[config.mk]
export PLATFORM = sky130hd
export DESIGN_NAME = angle_rate_estimator
export DESIGN_NICKNAME = d
export VERILOG_FILES = /design/src/design/arate_pkg.sv /design/src/design/arate_div.sv /design/src/design/arate_avg.sv /design/src/design/angle_rate_estimator.sv
export SDC_FILE = /design/constraint.sdc
export NUM_CORES = 1
export LEC_CHECK = 0
export BUFFER_PORTS_ARGS = -buffer_cell sky130_fd_sc_hd__buf_2
export CORE_ASPECT_RATIO = 1.25
export CORE_UTILIZATION = 25
export CTS_BUF_LIST = sky130_fd_sc_hd__clkbuf_4
export CTS_CLUSTER_SIZE = 40
export DETAILED_ROUTE_END_ITERATION = 10
export SYNTH_ARGS = -nofsm -noshare
export SYNTH_HDL_FRONTEND = slang
export SYNTH_SLANG_ARGS = --single-unit
[constraint.sdc]
create_clock -name clk_i -period 5.9 [get_ports clk_i]
set_clock_uncertainty 0.2 [all_clocks]
set_input_delay 1.18 -clock clk_i [delete_from_list [all_inputs] [get_ports clk_i]]
set_output_delay 1.18 -clock clk_i [all_outputs]
set_load 0.01 [all_outputs]
[src/design/arate_pkg.sv]
// Package for the angle rate estimator: word types, field widths, defaults.
// No dependencies; used by every module of the block.

package arate_pkg;

  localparam int unsigned ANGLE_W = 16;
  localparam int unsigned TIME_W  = 32;
  localparam int unsigned RATE_W  = 16;
  localparam int unsigned DIFF_W  = ANGLE_W + 1;

  // |diff| * 1000 < 2^26, so the divider works on 26-bit magnitudes
  localparam int unsigned DIV_W   = 26;
  localparam int unsigned NUM_W   = DIV_W + 1;
  localparam int unsigned CNT_W   = $clog2(DIV_W);

  localparam int unsigned VELOCITY_TAPS_DEF = 4;
  localparam int unsigned ACCEL_TAPS_DEF    = 4;

  typedef struct packed {
    logic signed [ANGLE_W-1:0] angle_sample;
    logic        [TIME_W-1:0]  time_us;
  } in_word_t;

  typedef struct packed {
    logic signed [RATE_W-1:0] velocity;
    logic signed [RATE_W-1:0] acceleration;
    logic                     rates_valid;
  } out_word_t;

  typedef struct packed {
    logic busy;
    logic done;
  } div_stat_t;

endpackage

[src/design/arate_div.sv]
// Bit-serial signed divider, one quotient bit per cycle, truncating toward zero.
// Returns the low 16 quotient bits. Depends on arate_pkg.

module arate_div (
  input  logic                                 clk_i,
  input  logic                                 rst_ni,
  input  logic                                 start_i,
  input  logic signed [arate_pkg::NUM_W-1:0]   num_i,
  input  logic signed [arate_pkg::TIME_W-1:0]  den_i,
  output logic signed [arate_pkg::RATE_W-1:0]  quot_o,
  output arate_pkg::div_stat_t                 stat_o
);

  localparam int unsigned DW = arate_pkg::DIV_W;
  localparam int unsigned TW = arate_pkg::TIME_W;
  localparam int unsigned RW = arate_pkg::RATE_W;
  localparam int unsigned CW = arate_pkg::CNT_W;

  logic                  busy_q, busy_d;
  logic                  done_q, done_d;
  logic [CW-1:0]         cnt_q, cnt_d;
  logic [DW-1:0]         rem_q, rem_d;
  logic [DW-1:0]         quo_q, quo_d;
  logic [TW-1:0]         dmag_q, dmag_d;
  logic                  neg_q, neg_d;
  logic signed [RW-1:0]  res_q, res_d;

  logic [arate_pkg::NUM_W-1:0] nabs;
  logic [DW:0]                 sh;
  logic [TW-1:0]               sub;
  logic                        ge;
  logic [RW-1:0]               qlo;

  always_comb begin
    nabs = num_i[arate_pkg::NUM_W-1] ? (~num_i + 1'b1) : num_i;
    sh   = {rem_q, quo_q[DW-1]};
    ge   = TW'(sh) >= dmag_q;
    sub  = TW'(sh) - dmag_q;
    qlo  = {quo_q[RW-2:0], ge};

    busy_d = busy_q;
    done_d = 1'b0;
    cnt_d  = cnt_q;
    rem_d  = rem_q;
    quo_d  = quo_q;
    dmag_d = dmag_q;
    neg_d  = neg_q;
    res_d  = res_q;

    if (start_i && !busy_q) begin
      busy_d = 1'b1;
      cnt_d  = '0;
      rem_d  = '0;
      quo_d  = nabs[DW-1:0];
      dmag_d = den_i[TW-1] ? (~den_i + 1'b1) : den_i;
      neg_d  = num_i[arate_pkg::NUM_W-1] ^ den_i[TW-1];
    end else if (busy_q) begin
      rem_d = ge ? sub[DW-1:0] : sh[DW-1:0];
      quo_d = {quo_q[DW-2:0], ge};
      cnt_d = cnt_q + CW'(1);
      if (cnt_q == CW'(DW - 1)) begin
        busy_d = 1'b0;
        done_d = 1'b1;
        res_d  = neg_q ? -qlo : qlo;
      end
    end
  end

  always_ff @(posedge clk_i or negedge rst_ni) begin
    if (!rst_ni) begin
      busy_q <= 1'b0;
      done_q <= 1'b0;
      cnt_q  <= '0;
    end else begin
      busy_q <= busy_d;
      done_q <= done_d;
      cnt_q  <= cnt_d;
    end
  end

  always_ff @(posedge clk_i) begin
    rem_q  <= rem_d;
    quo_q  <= quo_d;
    dmag_q <= dmag_d;
    neg_q  <= neg_d;
    res_q  <= res_d;
  end

  assign quot_o      = res_q;
  assign stat_o.busy = busy_q;
  assign stat_o.done = done_q;

endmodule

[src/design/arate_avg.sv]
// Moving-average ring: holds the last TAPS rates, their running sum and fill count.
// Depends on arate_pkg.

module arate_avg #(
  parameter int unsigned TAPS = arate_pkg::VELOCITY_TAPS_DEF,
  localparam int unsigned SLOT_W = (TAPS > 1) ? $clog2(TAPS) : 1,
  localparam int unsigned FILL_W = $clog2(TAPS + 1)
) (
  input  logic                                clk_i,
  input  logic                                rst_ni,
  input  logic                                push_i,
  input  logic signed [arate_pkg::RATE_W-1:0] value_i,
  output logic signed [arate_pkg::NUM_W-1:0]  total_o,
  output logic        [FILL_W-1:0]            filled_o
);

  localparam int unsigned RW    = arate_pkg::RATE_W;
  localparam int unsigned SUM_W = RW + $clog2(TAPS);

  logic signed [RW-1:0]    ring_q [TAPS];
  logic signed [SUM_W-1:0] total_q, total_d;
  logic [SLOT_W-1:0]       slot_q, slot_d;
  logic [FILL_W-1:0]       filled_q, filled_d;

  always_comb begin
    total_d  = total_q - SUM_W'(ring_q[slot_q]) + SUM_W'(value_i);
    slot_d   = (slot_q == SLOT_W'(TAPS - 1)) ? '0 : slot_q + SLOT_W'(1);
    filled_d = (filled_q == FILL_W'(TAPS)) ? filled_q : filled_q + FILL_W'(1);
  end

  always_ff @(posedge clk_i or negedge rst_ni) begin
    if (!rst_ni) begin
      for (int i = 0; i < int'(TAPS); i++) begin
        ring_q[i] <= '0;
      end
      total_q  <= '0;
      slot_q   <= '0;
      filled_q <= '0;
    end else if (push_i) begin
      ring_q[slot_q] <= value_i;
      total_q        <= total_d;
      slot_q         <= slot_d;
      filled_q       <= filled_d;
    end
  end

  assign total_o  = arate_pkg::NUM_W'(total_q);
  assign filled_o = filled_q;

endmodule

[src/design/angle_rate_estimator.sv]
// Top level of the angle rate estimator: sequencer, shared serial divider, two rings.
// Depends on arate_pkg, arate_div, arate_avg.
//
//   channel | signals                          | payload
//   in      | in_valid_i / in_ready_o          | in_word_i  (arate_pkg::in_word_t)
//   out     | out_valid_o / out_ready_i        | out_word_o (arate_pkg::out_word_t)
//
// A word with rates makes four passes through the one bit-serial divider from
// acceptance until ready rises again; a word without rates goes from the idle
// state straight to the last step.
// After reset all history is zero and ready is high at once.
// The next word is taken while a result waits in the output register; the
// sequencer stalls only at its last step until that register is free.

module angle_rate_estimator #(
  parameter int unsigned VELOCITY_TAPS = arate_pkg::VELOCITY_TAPS_DEF,
  parameter int unsigned ACCEL_TAPS    = arate_pkg::ACCEL_TAPS_DEF
) (
  input  logic                 clk_i,
  input  logic                 rst_ni,
  input  logic                 in_valid_i,
  output logic                 in_ready_o,
  input  arate_pkg::in_word_t  in_word_i,
  output logic                 out_valid_o,
  input  logic                 out_ready_i,
  output arate_pkg::out_word_t out_word_o
);

  localparam int unsigned AW = arate_pkg::ANGLE_W;
  localparam int unsigned TW = arate_pkg::TIME_W;
  localparam int unsigned RW = arate_pkg::RATE_W;
  localparam int unsigned DW = arate_pkg::DIFF_W;
  localparam int unsigned NW = arate_pkg::NUM_W;
  localparam int unsigned VF_W = $clog2(VELOCITY_TAPS + 1);
  localparam int unsigned AF_W = $clog2(ACCEL_TAPS + 1);

  typedef enum logic [5:0] {
    ST_IDLE  = 6'b000001,
    ST_VRATE = 6'b000010,
    ST_VAVG  = 6'b000100,
    ST_ARATE = 6'b001000,
    ST_AAVG  = 6'b010000,
    ST_DONE  = 6'b100000
  } state_e;

  state_e state_q, state_d;
  logic   issued_q, issued_d;

  logic signed [AW-1:0] prev_angle_q;
  logic        [TW-1:0] prev_time_q;
  logic signed [RW-1:0] prev_vel_q;
  logic signed [DW-1:0] diff_q, diff_d;
  logic        [TW-1:0] elapsed_q, elapsed_d;
  logic signed [RW-1:0] vel_q, vel_d;
  logic signed [RW-1:0] acc_q, acc_d;
  logic                 rv_q, rv_d;

  logic                 out_valid_q;
  arate_pkg::out_word_t out_q;

  logic                  in_fire, out_free, rate_ok, div_state;
  logic                  div_start;
  logic signed [NW-1:0]  div_num, scaled;
  logic signed [TW-1:0]  div_den;
  logic signed [RW-1:0]  div_quot;
  arate_pkg::div_stat_t  div_stat;

  logic                  vpush, apush;
  logic signed [NW-1:0]  vel_total, acc_total;
  logic [VF_W-1:0]       vel_filled;
  logic [AF_W-1:0]       acc_filled;

  assign in_ready_o = (state_q == ST_IDLE);
  assign in_fire    = in_valid_i && in_ready_o;
  assign out_free   = !out_valid_q || out_ready_i;
  assign rate_ok    = (prev_time_q != '0) && (in_word_i.time_us > prev_time_q);
  assign div_state  = (state_q == ST_VRATE) || (state_q == ST_VAVG) ||
                      (state_q == ST_ARATE) || (state_q == ST_AAVG);
  assign div_start  = div_state && !issued_q;

  // x * 1000 = x * 1024 - x * 16 - x * 8
  always_comb begin
    scaled = NW'(diff_q);
    scaled = (scaled <<< 10) - (scaled <<< 4) - (scaled <<< 3);
  end

  always_comb begin
    case (state_q)
      ST_VRATE, ST_ARATE: begin
        div_num = scaled;
        div_den = elapsed_q;
      end
      ST_VAVG: begin
        div_num = vel_total;
        div_den = TW'(vel_filled);
      end
      ST_AAVG: begin
        div_num = acc_total;
        div_den = TW'(acc_filled);
      end
      default: begin
        div_num = '0;
        div_den = '0;
      end
    endcase
  end

  always_comb begin
    state_d   = state_q;
    issued_d  = issued_q;
    diff_d    = diff_q;
    elapsed_d = elapsed_q;
    vel_d     = vel_q;
    acc_d     = acc_q;
    rv_d      = rv_q;
    vpush     = 1'b0;
    apush     = 1'b0;

    if (div_start) begin
      issued_d = 1'b1;
    end
    if (div_stat.done) begin
      issued_d = 1'b0;
    end

    case (state_q)
      ST_IDLE: begin
        if (in_fire) begin
          diff_d    = DW'(in_word_i.angle_sample) - DW'(prev_angle_q);
          elapsed_d = in_word_i.time_us - prev_time_q;
          vel_d     = '0;
          acc_d     = '0;
          rv_d      = rate_ok;
          state_d   = rate_ok ? ST_VRATE : ST_DONE;
        end
      end
      ST_VRATE: begin
        if (div_stat.done) begin
          vpush   = 1'b1;
          state_d = ST_VAVG;
        end
      end
      ST_VAVG: begin
        if (div_stat.done) begin
          vel_d   = div_quot;
          diff_d  = DW'(div_quot) - DW'(prev_vel_q);
          state_d = ST_ARATE;
        end
      end
      ST_ARATE: begin
        if (div_stat.done) begin
          apush   = 1'b1;
          state_d = ST_AAVG;
        end
      end
      ST_AAVG: begin
        if (div_stat.done) begin
          acc_d   = div_quot;
          state_d = ST_DONE;
        end
      end
      ST_DONE: begin
        if (out_free) begin
          state_d = ST_IDLE;
        end
      end
      default: begin
        state_d = ST_IDLE;
      end
    endcase
  end

  always_ff @(posedge clk_i or negedge rst_ni) begin
    if (!rst_ni) begin
      state_q      <= ST_IDLE;
      issued_q     <= 1'b0;
      prev_angle_q <= '0;
      prev_time_q  <= '0;
      prev_vel_q   <= '0;
      out_valid_q  <= 1'b0;
    end else begin
      state_q  <= state_d;
      issued_q <= issued_d;
      if (in_fire) begin
        prev_angle_q <= in_word_i.angle_sample;
        prev_time_q  <= in_word_i.time_us;
      end
      if (state_q == ST_VAVG && div_stat.done) begin
        prev_vel_q <= div_quot;
      end
      if (state_q == ST_DONE && out_free) begin
        out_valid_q <= 1'b1;
      end else if (out_ready_i) begin
        out_valid_q <= 1'b0;
      end
    end
  end

  always_ff @(posedge clk_i) begin
    diff_q    <= diff_d;
    elapsed_q <= elapsed_d;
    vel_q     <= vel_d;
    acc_q     <= acc_d;
    rv_q      <= rv_d;
    if (state_q == ST_DONE && out_free) begin
      out_q.velocity     <= vel_q;
      out_q.acceleration <= acc_q;
      out_q.rates_valid  <= rv_q;
    end
  end

  assign out_valid_o = out_valid_q;
  assign out_word_o  = out_q;

  arate_div u_div (
    .clk_i   (clk_i),
    .rst_ni  (rst_ni),
    .start_i (div_start),
    .num_i   (div_num),
    .den_i   (div_den),
    .quot_o  (div_quot),
    .stat_o  (div_stat)
  );

  arate_avg #(
    .TAPS (VELOCITY_TAPS)
  ) u_vel_avg (
    .clk_i    (clk_i),
    .rst_ni   (rst_ni),
    .push_i   (vpush),
    .value_i  (div_quot),
    .total_o  (vel_total),
    .filled_o (vel_filled)
  );

  arate_avg #(
    .TAPS (ACCEL_TAPS)
  ) u_acc_avg (
    .clk_i    (clk_i),
    .rst_ni   (rst_ni),
    .push_i   (apush),
    .value_i  (div_quot),
    .total_o  (acc_total),
    .filled_o (acc_filled)
  );

  a_idle_div_quiet: assert property (@(posedge clk_i) disable iff (!rst_ni)
    in_ready_o |-> !div_stat.busy)
    else $error("divider busy while sequencer idle");

  a_done_in_div_state: assert property (@(posedge clk_i) disable iff (!rst_ni)
    div_stat.done |-> div_state)
    else $error("divider result outside a divide step");

  a_no_rate_path: assert property (@(posedge clk_i) disable iff (!rst_ni)
    (in_fire && !rate_ok) |=> (state_q == ST_DONE && !rv_q))
    else $error("word without rates did not go straight to output");

  a_zero_when_invalid: assert property (@(posedge clk_i) disable iff (!rst_ni)
    (out_valid_o && !out_word_o.rates_valid) |->
      (out_word_o.velocity == '0 && out_word_o.acceleration == '0))
    else $error("nonzero rates on a word without rates");

endmodule
==> results of run 1 <==
[how the worst min path moves through the flow]
| stage | from | cells after the start | endpoint |
|---|---|---|---|
| floorplan | rv_q$_DFFE_PP_ | 0 | out_word_o[0]$_DFFE_PP_ |
| global placement | rv_q$_DFFE_PP_ | 0 | out_word_o[0]$_DFFE_PP_ |
| detailed placement | vel_q[3]$_SDFFCE_PN0P_ | 0 | out_word_o[20]$_DFFE_PP_ |
| CTS | in_word_i[34] | 3 | prev_angle_q[2]$_DFFE_PN0P_ |
| global route | in_word_i[34] | 3 | prev_angle_q[2]$_DFFE_PN0P_ |
| finish | in_word_i[34] | 3 | prev_angle_q[2]$_DFFE_PN0P_ |
[registers in the layout, summed over array words and instances, names as in the netlist, 2 cells and up]
name / cells
acc_q: 16
prev_time_q: 32
u_div.quo_q: 26
u_div.rem_q: 26
prev_vel_q: 16
out_word_o: 33
prev_angle_q: 16
elapsed_q: 32
u_acc_avg.filled_o: 3
u_acc_avg.slot_q: 2
u_vel_avg.filled_o: 3
vel_q: 16
u_vel_avg.ring_q: 64
u_acc_avg.ring_q: 64
u_acc_avg.total_q: 18
u_div.dmag_q: 32
u_vel_avg.total_q: 18
diff_q: 17
state_q: 6
u_div.quot_o: 16
u_vel_avg.slot_q: 2
u_div.cnt_q: 5
[where the power goes]
| part | internal [mW] | switching [mW] |
|---|---|---|
| registers | 4.30 | 0.473 |
| logic | 2.54 | 3.90 |
| clock network | 1.31 | 1.44 |
[per-stage QoR]
stage	hold WS, ns	std cells
global placement	0.202	4412
floorplan	0.200	2939
CTS	0.0989	4623
global route	0.143	4629
detailed placement	0.205	4412
finish	0.194	4632
[per-layer routing]
layer	track usage (%)	share of wire [%]
met1	14.7	41
met4	6.24	4.3
met5	0	0.22
met3	3.06	5.2
met2	22.5	49
[final cells by class]
cell class                      instances  area share (%)
Multi-Input combinational cell       2060            44.8
Inverter                              291            3.40
Antenna cell                            9          0.0701
Clock inverter                         54            1.00
Timing Repair Buffer                  123            2.28
Clock buffer                          156            3.65
Sequential cell                       469            39.1
Tap cell                             1470            5.72
[critical path: cells and delay by family, from the launching register on]
| kind | cells | cell delay [ns] |
|---|---|---|
| flip-flops | 1 | 0.73 |
| multiplexers | 1 | 0.59 |
| adder cells (fa/ha/maj) | 2 | 0.85 |
| XOR/XNOR | 1 | 0.16 |
| buffers and inverters | 1 | 0.06 |
| AO/OA/AOI/OAI | 9 | 2.19 |
[placed cells by master, fill, tap and decap left out, types with 17 or more instances in the layout]
| master | instances |
|---|---|
| nand2b_1 | 29 |
| nor2b_1 | 24 |
| a21oi_1 | 127 |
| buf_4 | 35 |
| ha_1 | 177 |
| buf_2 | 85 |
| dfrtp_1 | 252 |
| clkinv_1 | 52 |
| clkbuf_4 | 156 |
| or3_1 | 26 |
| nor4_1 | 17 |
| a211oi_1 | 20 |
| o211ai_1 | 20 |
| a31oi_1 | 38 |
| xnor2_1 | 96 |
| mux4_2 | 32 |
| inv_1 | 274 |
| mux2i_1 | 25 |
| xor2_1 | 84 |
| fa_1 | 48 |
| o21ai_0 | 373 |
| a21o_1 | 56 |
| o31ai_1 | 25 |
| nor2_1 | 123 |
| nand3_1 | 49 |
| edfxtp_1 | 190 |
| nand2_1 | 381 |
| nor3_1 | 37 |
| and3_1 | 42 |
| dfxtp_1 | 26 |
[repair_timing]
item,CTS,global route
endpoints found under the hold margin,65,0
hold buffers,1,0
gates resized for setup,0,0
[cell families after synthesis]
group | count (synthesis) | share of synthesized area, %
xor gates and xnor gates | 181 | 5.59
AOI/OAI and AO/OA | 784 | 16.6
DFF | 469 | 44.0
muxes | 65 | 3.73
buffers and inverters | 410 | 5.63
adders and majority gates | 225 | 11.1
and+or+nand+nor | 805 | 13.3
==> flow_summary_export.csv, run 1 <==
group,metric,value,unit
status,status,"completed",
synth,synth_area,28500,um^2
hold_path,hp-class,"in2reg",
placement,pre_cts_ws,1.06,ns
power,ir_drop,231,uV
finish,nets,3337,
finish,drive_above_1_share,12.1,%
finish,final_area,32100,um^2
die,die_h,380,um
synth,ys_ff_latch,469,
power,p_leak,13.5,nW
worst_setup_path,required,6.63,ns
sta,period_minus_slack,4.90,ns
die,rows,138,
placement,dp_hpwl,54700,um
power,total_power,14.0,mW
clock_tree,cts_buffer_depth,3,
synth,syn_avg_cell_area,9.70,um^2
finish,regArea,12600,um^2
sta,max_freq,204,MHz
global_routing,grt_pass1_wl,117000,um
die,fp.dieArea,115000,um^2
synth,yosysMostFrequentCell,"nand2_1",
synth,synth_top_area_cell,"dfrtp_1",
clock_tree,path_clk_slew,0.08,ns
global_routing,grt_start_max_net_pins,102,
worst_setup_path,r2r-end,"u_acc_avg.total_q[17]$_DFFE_PN0P_",
clock_tree,cts_tree,"done",
die,die_w,304,um
drt,drt-initial-drc-count,1022,
drt,firstDrtPassIters,6,
placement,io_buffers,86,
sta,slew_viol_final,0,
sta,finalSetupViolations,0,
worst_setup_path,crit_type,"reg2reg",
sta,final.setup.tns,0,ns
synth,synth_top_area_share,22.1,%
placement,post_dp_cell_area,30600,um^2
sta,worst_slew_pin_slew,1.01,ns
clock_tree,cts_buffers,115,
worst_setup_path,worst_setup_path_start_kind,"flip-flop",
synth,synth_top_cells_by_area,"dfrtp_1 22%, edfxtp_1 20%, ha_1 7.8%",
worst_setup_path,arrival,5.63,ns
synth,syn_nets,3216,
worst_setup_path,worstSetupStartpoint,"u_acc_avg.slot_q[0]$_DFFE_PN0P_",
synth,synth_common_cells,"381 x nand2_1, 373 x o21ai_0, 274 x inv_1, 252 x dfrtp_1, 190 x edfxtp_1",
drt,routedWlPerCell,16.0,um
finish,area_growth_syn_to_layout,12.7,%
worst_setup_path,crit_path_max_incr_delay,0.73,ns
synth,ys.flop_type,"dfrtp_1",
synth,ys_async_sr_fraction,53.9,%
worst_setup_path,r2r_slack,1.0,ns
synth,yosysSeqAreaShare,44.0,%
job,maxCapViolations,0,
global_routing,grt_overflow,0,
clock_tree,post_cts_buffers,0,
global_routing,grt_pass1_vias,21400,
drt,vias,21400,
placement,gp_congestion,0.860,
worst_setup_path,rr_worst_depth,14,
clock_tree,root_buffer,"clkbuf_4",
global_routing,track_usage,12.9,%
worst_setup_path,critical_path.endpoint,"u_acc_avg.total_q[17]$_DFFE_PN0P_",
drt,viasPerCell,4.63,
synth,yosysWarningCount,0,
finish,multiInputGateArea,14400,um^2
global_routing,antenna_found_initial,19,
synth,synth_edf_count,190,
finish,fillers,11900,
clock_tree,cts_max_level,3,
sta,rsz0062_at_grt,"false",
worst_setup_path,slowest_stage,"dfrtp_1",
drt,drt_wl_total,73900,um
synth,synth_cell_type_count,92,
die,ios,87,
drt,ant_nets,0,
drt,drc,0,
clock_tree,cts_sinks,469,
worst_setup_path,critPathCaptureType,"flip-flop",
sta,post-route-period-util,83.1,%
power,p_per_area,434,nW/um^2
sta,relSlewSlack,32.8,%
worst_setup_path,rr_startpoint,"u_acc_avg.slot_q[0]$_DFFE_PN0P_",
finish,finish.utilization,28.4,%
sta,hold_viol,0,
die,core,113000,um^2
synth,postSynthCellCount,2939,
worst_setup_path,path_max_fanout,9,
sta,setup_ws,0.999,ns
die,start_util,25.2,%
worst_setup_path,crit_chain,"mux4_2 -> fa_1 -> inv_1 -> ha_1 -> a211oi_1 -> o21ai_0 -> a31oi_1 -> o211ai_1 -> a31oi_1 -> o21ai_0 -> a2111oi_0 -> a41oi_1 -> a21oi_1 -> xor2_1",
clock_tree,clock_latency,1.04,ns
(Power assumes the default switching activity.)
==> run 2, diff against run 1 <==
--- a/config.mk
+++ b/config.mk
@@ -5,6 +5,7 @@
 export SDC_FILE = /design/constraint.sdc
 export NUM_CORES = 1
 export LEC_CHECK = 0
+export ABC_AREA = 1
 export BUFFER_PORTS_ARGS = -buffer_cell sky130_fd_sc_hd__buf_2
 export CORE_ASPECT_RATIO = 1.25
 export CORE_UTILIZATION = 25
==> constraint.sdc (replaced) <==
create_clock -name clk_i -period 4.58 [get_ports clk_i]
set_clock_uncertainty 0.2 [all_clocks]
set_input_delay 0.916 -clock clk_i [delete_from_list [all_inputs] [get_ports clk_i]]
set_output_delay 0.916 -clock clk_i [all_outputs]
set_load 0.01 [all_outputs]
==> run 2 against run 1 <==
Against the previous run:
- clock power is 24% higher
- non-clock buffer count up 59
- flip-flop and latch count unchanged
- cell count up 19%
- highest routed layer is now met4
==> flow_summary_export.csv, run 2 <==
group,metric,value,unit
die,die_w,309,um
sta,setup_ws,0.517,ns
clock_tree,post_cts_buffers,0,
sta,hold_viol,0,
sta,worst_slew_pin_slew,1.10,ns
drt,drt-met1-wl,36400,um
global_routing,grt_start_max_net_pins,128,
global_routing,antenna_found_initial,2,
clock_tree,cts_resized,0,
job,maxCapViolations,0,
finish,drive_above_1_share,9.34,%
placement,dp_hpwl,61700,um
drt,drt_wl_total,82400,um
synth,ys_ff_latch,469,
worst_setup_path,cp_num_buf_inv,3,
worst_setup_path,slowest_stage,"fa_1",
worst_setup_path,arrival,4.70,ns
die,fp.dieArea,119000,um^2
power,p_per_area,573,nW/um^2
sta,slew_viol_final,0,
drt,routedWlPerCell,15.0,um
synth,synth_cell_type_count,59,
clock_tree,path_clk_slew,0.07,ns
drt,vias,24700,
power,p_leak,15.6,nW
synth,ys.flop_type,"dfrtp_1",
synth,synth_top_cells_by_area,"dfrtp_1 21%, edfxtp_1 19%, nand2_1 10%",
clock_tree,root_buffer,"clkbuf_4",
worst_setup_path,path_max_fanout,15,
clock_tree,cts_buffer_depth,3,
sta,finalSetupViolations,0,
clock_tree,cts_tree,"done",
drt,dr_wl_met2,40100,um
synth,syn_avg_cell_area,8.03,um^2
die,start_util,25.2,%
power,ir_drop,244,uV
synth,synth_top_area_cell,"dfrtp_1",
clock_tree,cts_max_level,3,
worst_setup_path,critPathCaptureType,"flip-flop",
synth,synth_common_cells,"819 x nand2_1, 511 x inv_1, 442 x o21ai_0, 285 x nor2_1, 252 x dfrtp_1",
global_routing,grt_pass1_vias,24200,
clock_tree,clock_latency,1.00,ns
worst_setup_path,worst_setup_path_start_kind,"flip-flop",
die,die_h,386,um
placement,gp_congestion,0.904,
synth,syn_nets,3942,
die,rows,140,
synth,yosysSeqAreaShare,42.7,%
worst_setup_path,crit_chain,"inv_1 -> o21ai_0 -> o22ai_1 -> ha_1 -> inv_1 -> ha_1 -> inv_1 -> fa_1 -> nand3b_1 -> nand2_1 -> a21oi_1 -> nor2_1 -> nor2_1 -> o21bai_1 -> a21boi_0 -> o21ai_0 -> nand2_1 -> nand2_1 -> nand2_1 -> nand3_1 -> nand2_1",
sta,post-route-period-util,88.7,%
clock_tree,cts_sinks,469,
synth,yosysWarningCount,0,
hold_path,hp-class,"in2reg",
drt,wl_met3,3800,um
sta,rsz0062_at_grt,"false",
sta,relSlewSlack,26.5,%
clock_tree,cts_buffers,111,
sta,period_minus_slack,4.06,ns
drt,drc,0,
worst_setup_path,required,5.21,ns
finish,final_common_cell,"nand2_1",
synth,synth_area,29400,um^2
synth,synth_top_area_share,21.4,%
synth,postSynthCellCount,3665,
drt,dr.max_layer_used,"met4",
global_routing,track_usage,13.8,%
drt,firstDrtPassIters,7,
sta,final.setup.tns,0,ns
drt,viasPerCell,4.50,
global_routing,grt_pass1_wl,130000,um
worst_setup_path,crit_type,"reg2reg",
finish,area_growth_syn_to_layout,14.3,%
sta,max_freq,246,MHz
placement,pre_cts_ws,0.547,ns
global_routing,grt_overflow,0,
drt,ant_nets,0,
finish,final_cell_mix,"819 x nand2_1, 511 x inv_1, 441 x o21ai_0, 283 x nor2_1, 252 x dfrtp_1",
worst_setup_path,path_common_cell,"nand2_1",
worst_setup_path,crit_path_max_incr_delay,0.40,ns
drt,drt-initial-drc-count,1569,
die,ios,87,
placement,io_buffers,86,
status,status,"completed",
synth,synth_edf_count,190,
finish,nets,4120,
synth,ys_async_sr_fraction,53.9,%
worst_setup_path,crit_family,"compound AO/OA/AOI/OAI gates",
die,core,117000,um^2
synth,yosysMostFrequentCell,"nand2_1",
-- run 2: cell types whose count changed after synthesis, moves of 50 or more --
cell | before | now
nor2_1 | 124 | 285
nand3_1 | 49 | 158
o21ai_0 | 373 | 442
inv_1 | 274 | 511
xnor2_1 | 96 | 46
nand2_1 | 381 | 819
a21oi_1 | 128 | 207
-- run 2: metal layers --
metal / vias up / track usage [%]
met5: - / 0
met4: 0 / 4.93
met3: 123 / 2.34
met2: 516 / 24.0
met1: 11600 / 17.1
li1: 12500 / -
-- run 2: worst register-to-register path, delay by kind of cell (launching register included) --
family,cells,cell delay (ns)
compound gates,6,1.16
fa+ha+maj,3,0.87
simple gates,9,0.85
buf+inv,3,0.47
flops,1,0.38
-- run 2: cell families (layout without fill, tap and decap cells) --
family	after synthesis	in the layout	synth area share, %
AOI/OAI and AO/OA	816	816	14.9
xor gates and xnor gates	113	113	3.36
adders and majority gates	225	225	10.8
buffers and inverters	644	917	8.45
DFF	469	469	42.7
muxes	2	2	0.0680
other	0	3	0
and+or+nand+nor	1396	1396	19.8
-- run 2: final cells by class --
type | instances | area (um^2)
clock buffers | 145 | 1090
clock inverters | 63 | 322
well taps | 1562 | 1950
repair buffers | 182 | 1310
fillers | 12600 | 83000
diodes | 3 | 7.51
flip-flops and latches | 469 | 12600
inverters | 527 | 1980
multi-input cells | 2552 | 14400
-- run 2: final timing paths --
| kind | depth (start not counted) | to | slack [ns] | start |
|---|---|---|---|---|
| max | 21 | u_acc_avg.total_q[14]$_DFFE_PN0P_ | 0.52 | u_acc_avg.slot_q[0]$_DFFE_PN0P_ |
| min | 3 | prev_angle_q[9]$_DFFE_PN0P_ | 0.10 | in_word_i[41] |
| max reg2reg | 21 | u_acc_avg.total_q[14]$_DFFE_PN0P_ | 0.52 | u_acc_avg.slot_q[0]$_DFFE_PN0P_ |
| min reg2reg | 0 | out_word_o[27]$_DFFE_PP_ | 0.19 | vel_q[10]$_SDFFCE_PN0P_ |
| max in group asynchronous | 3 | u_vel_avg.ring_q[48]$_DFFE_PN0P_ | 2.80 | rst_ni |
| min in group asynchronous | 2 | prev_time_q[28]$_DFFE_PN0P_ | 0.35 | rst_ni |
-- run 2: repair_timing --
action,CTS,global route
hold buffers,48,0
endpoints found under the setup margin,0,0
hold endpoints to repair,103,0
-- run 2: through the flow --
step / area, um^2 / power (mW) / std cells / utilization [%] / hold WS (ns)
5_1_grt: 33600 / 21.0 / 5503 / 28.8 / 0.0414
3_3_place_gp: 31700 / 15.7 / 5244 / 27.2 / 0.201
2_1_floorplan: 29400 / 13.4 / 3665 / - / 0.200
3_5_place_dp: 31700 / 15.9 / 5244 / 27.2 / 0.205
4_1_cts: 33600 / 19.4 / 5500 / 28.8 / 0.00113
6_report: 33600 / 19.3 / 5503 / 28.8 / 0.102
-- run 2: report_power, final --
part	total [mW]	leakage [nW]	switching (mW)	internal, mW
sequential	6.28	5.44	0.596	5.68
combinational	9.59	9.29	6.35	3.24
clock	3.41	0.842	1.87	1.54
total	19.3	15.6	8.82	10.5
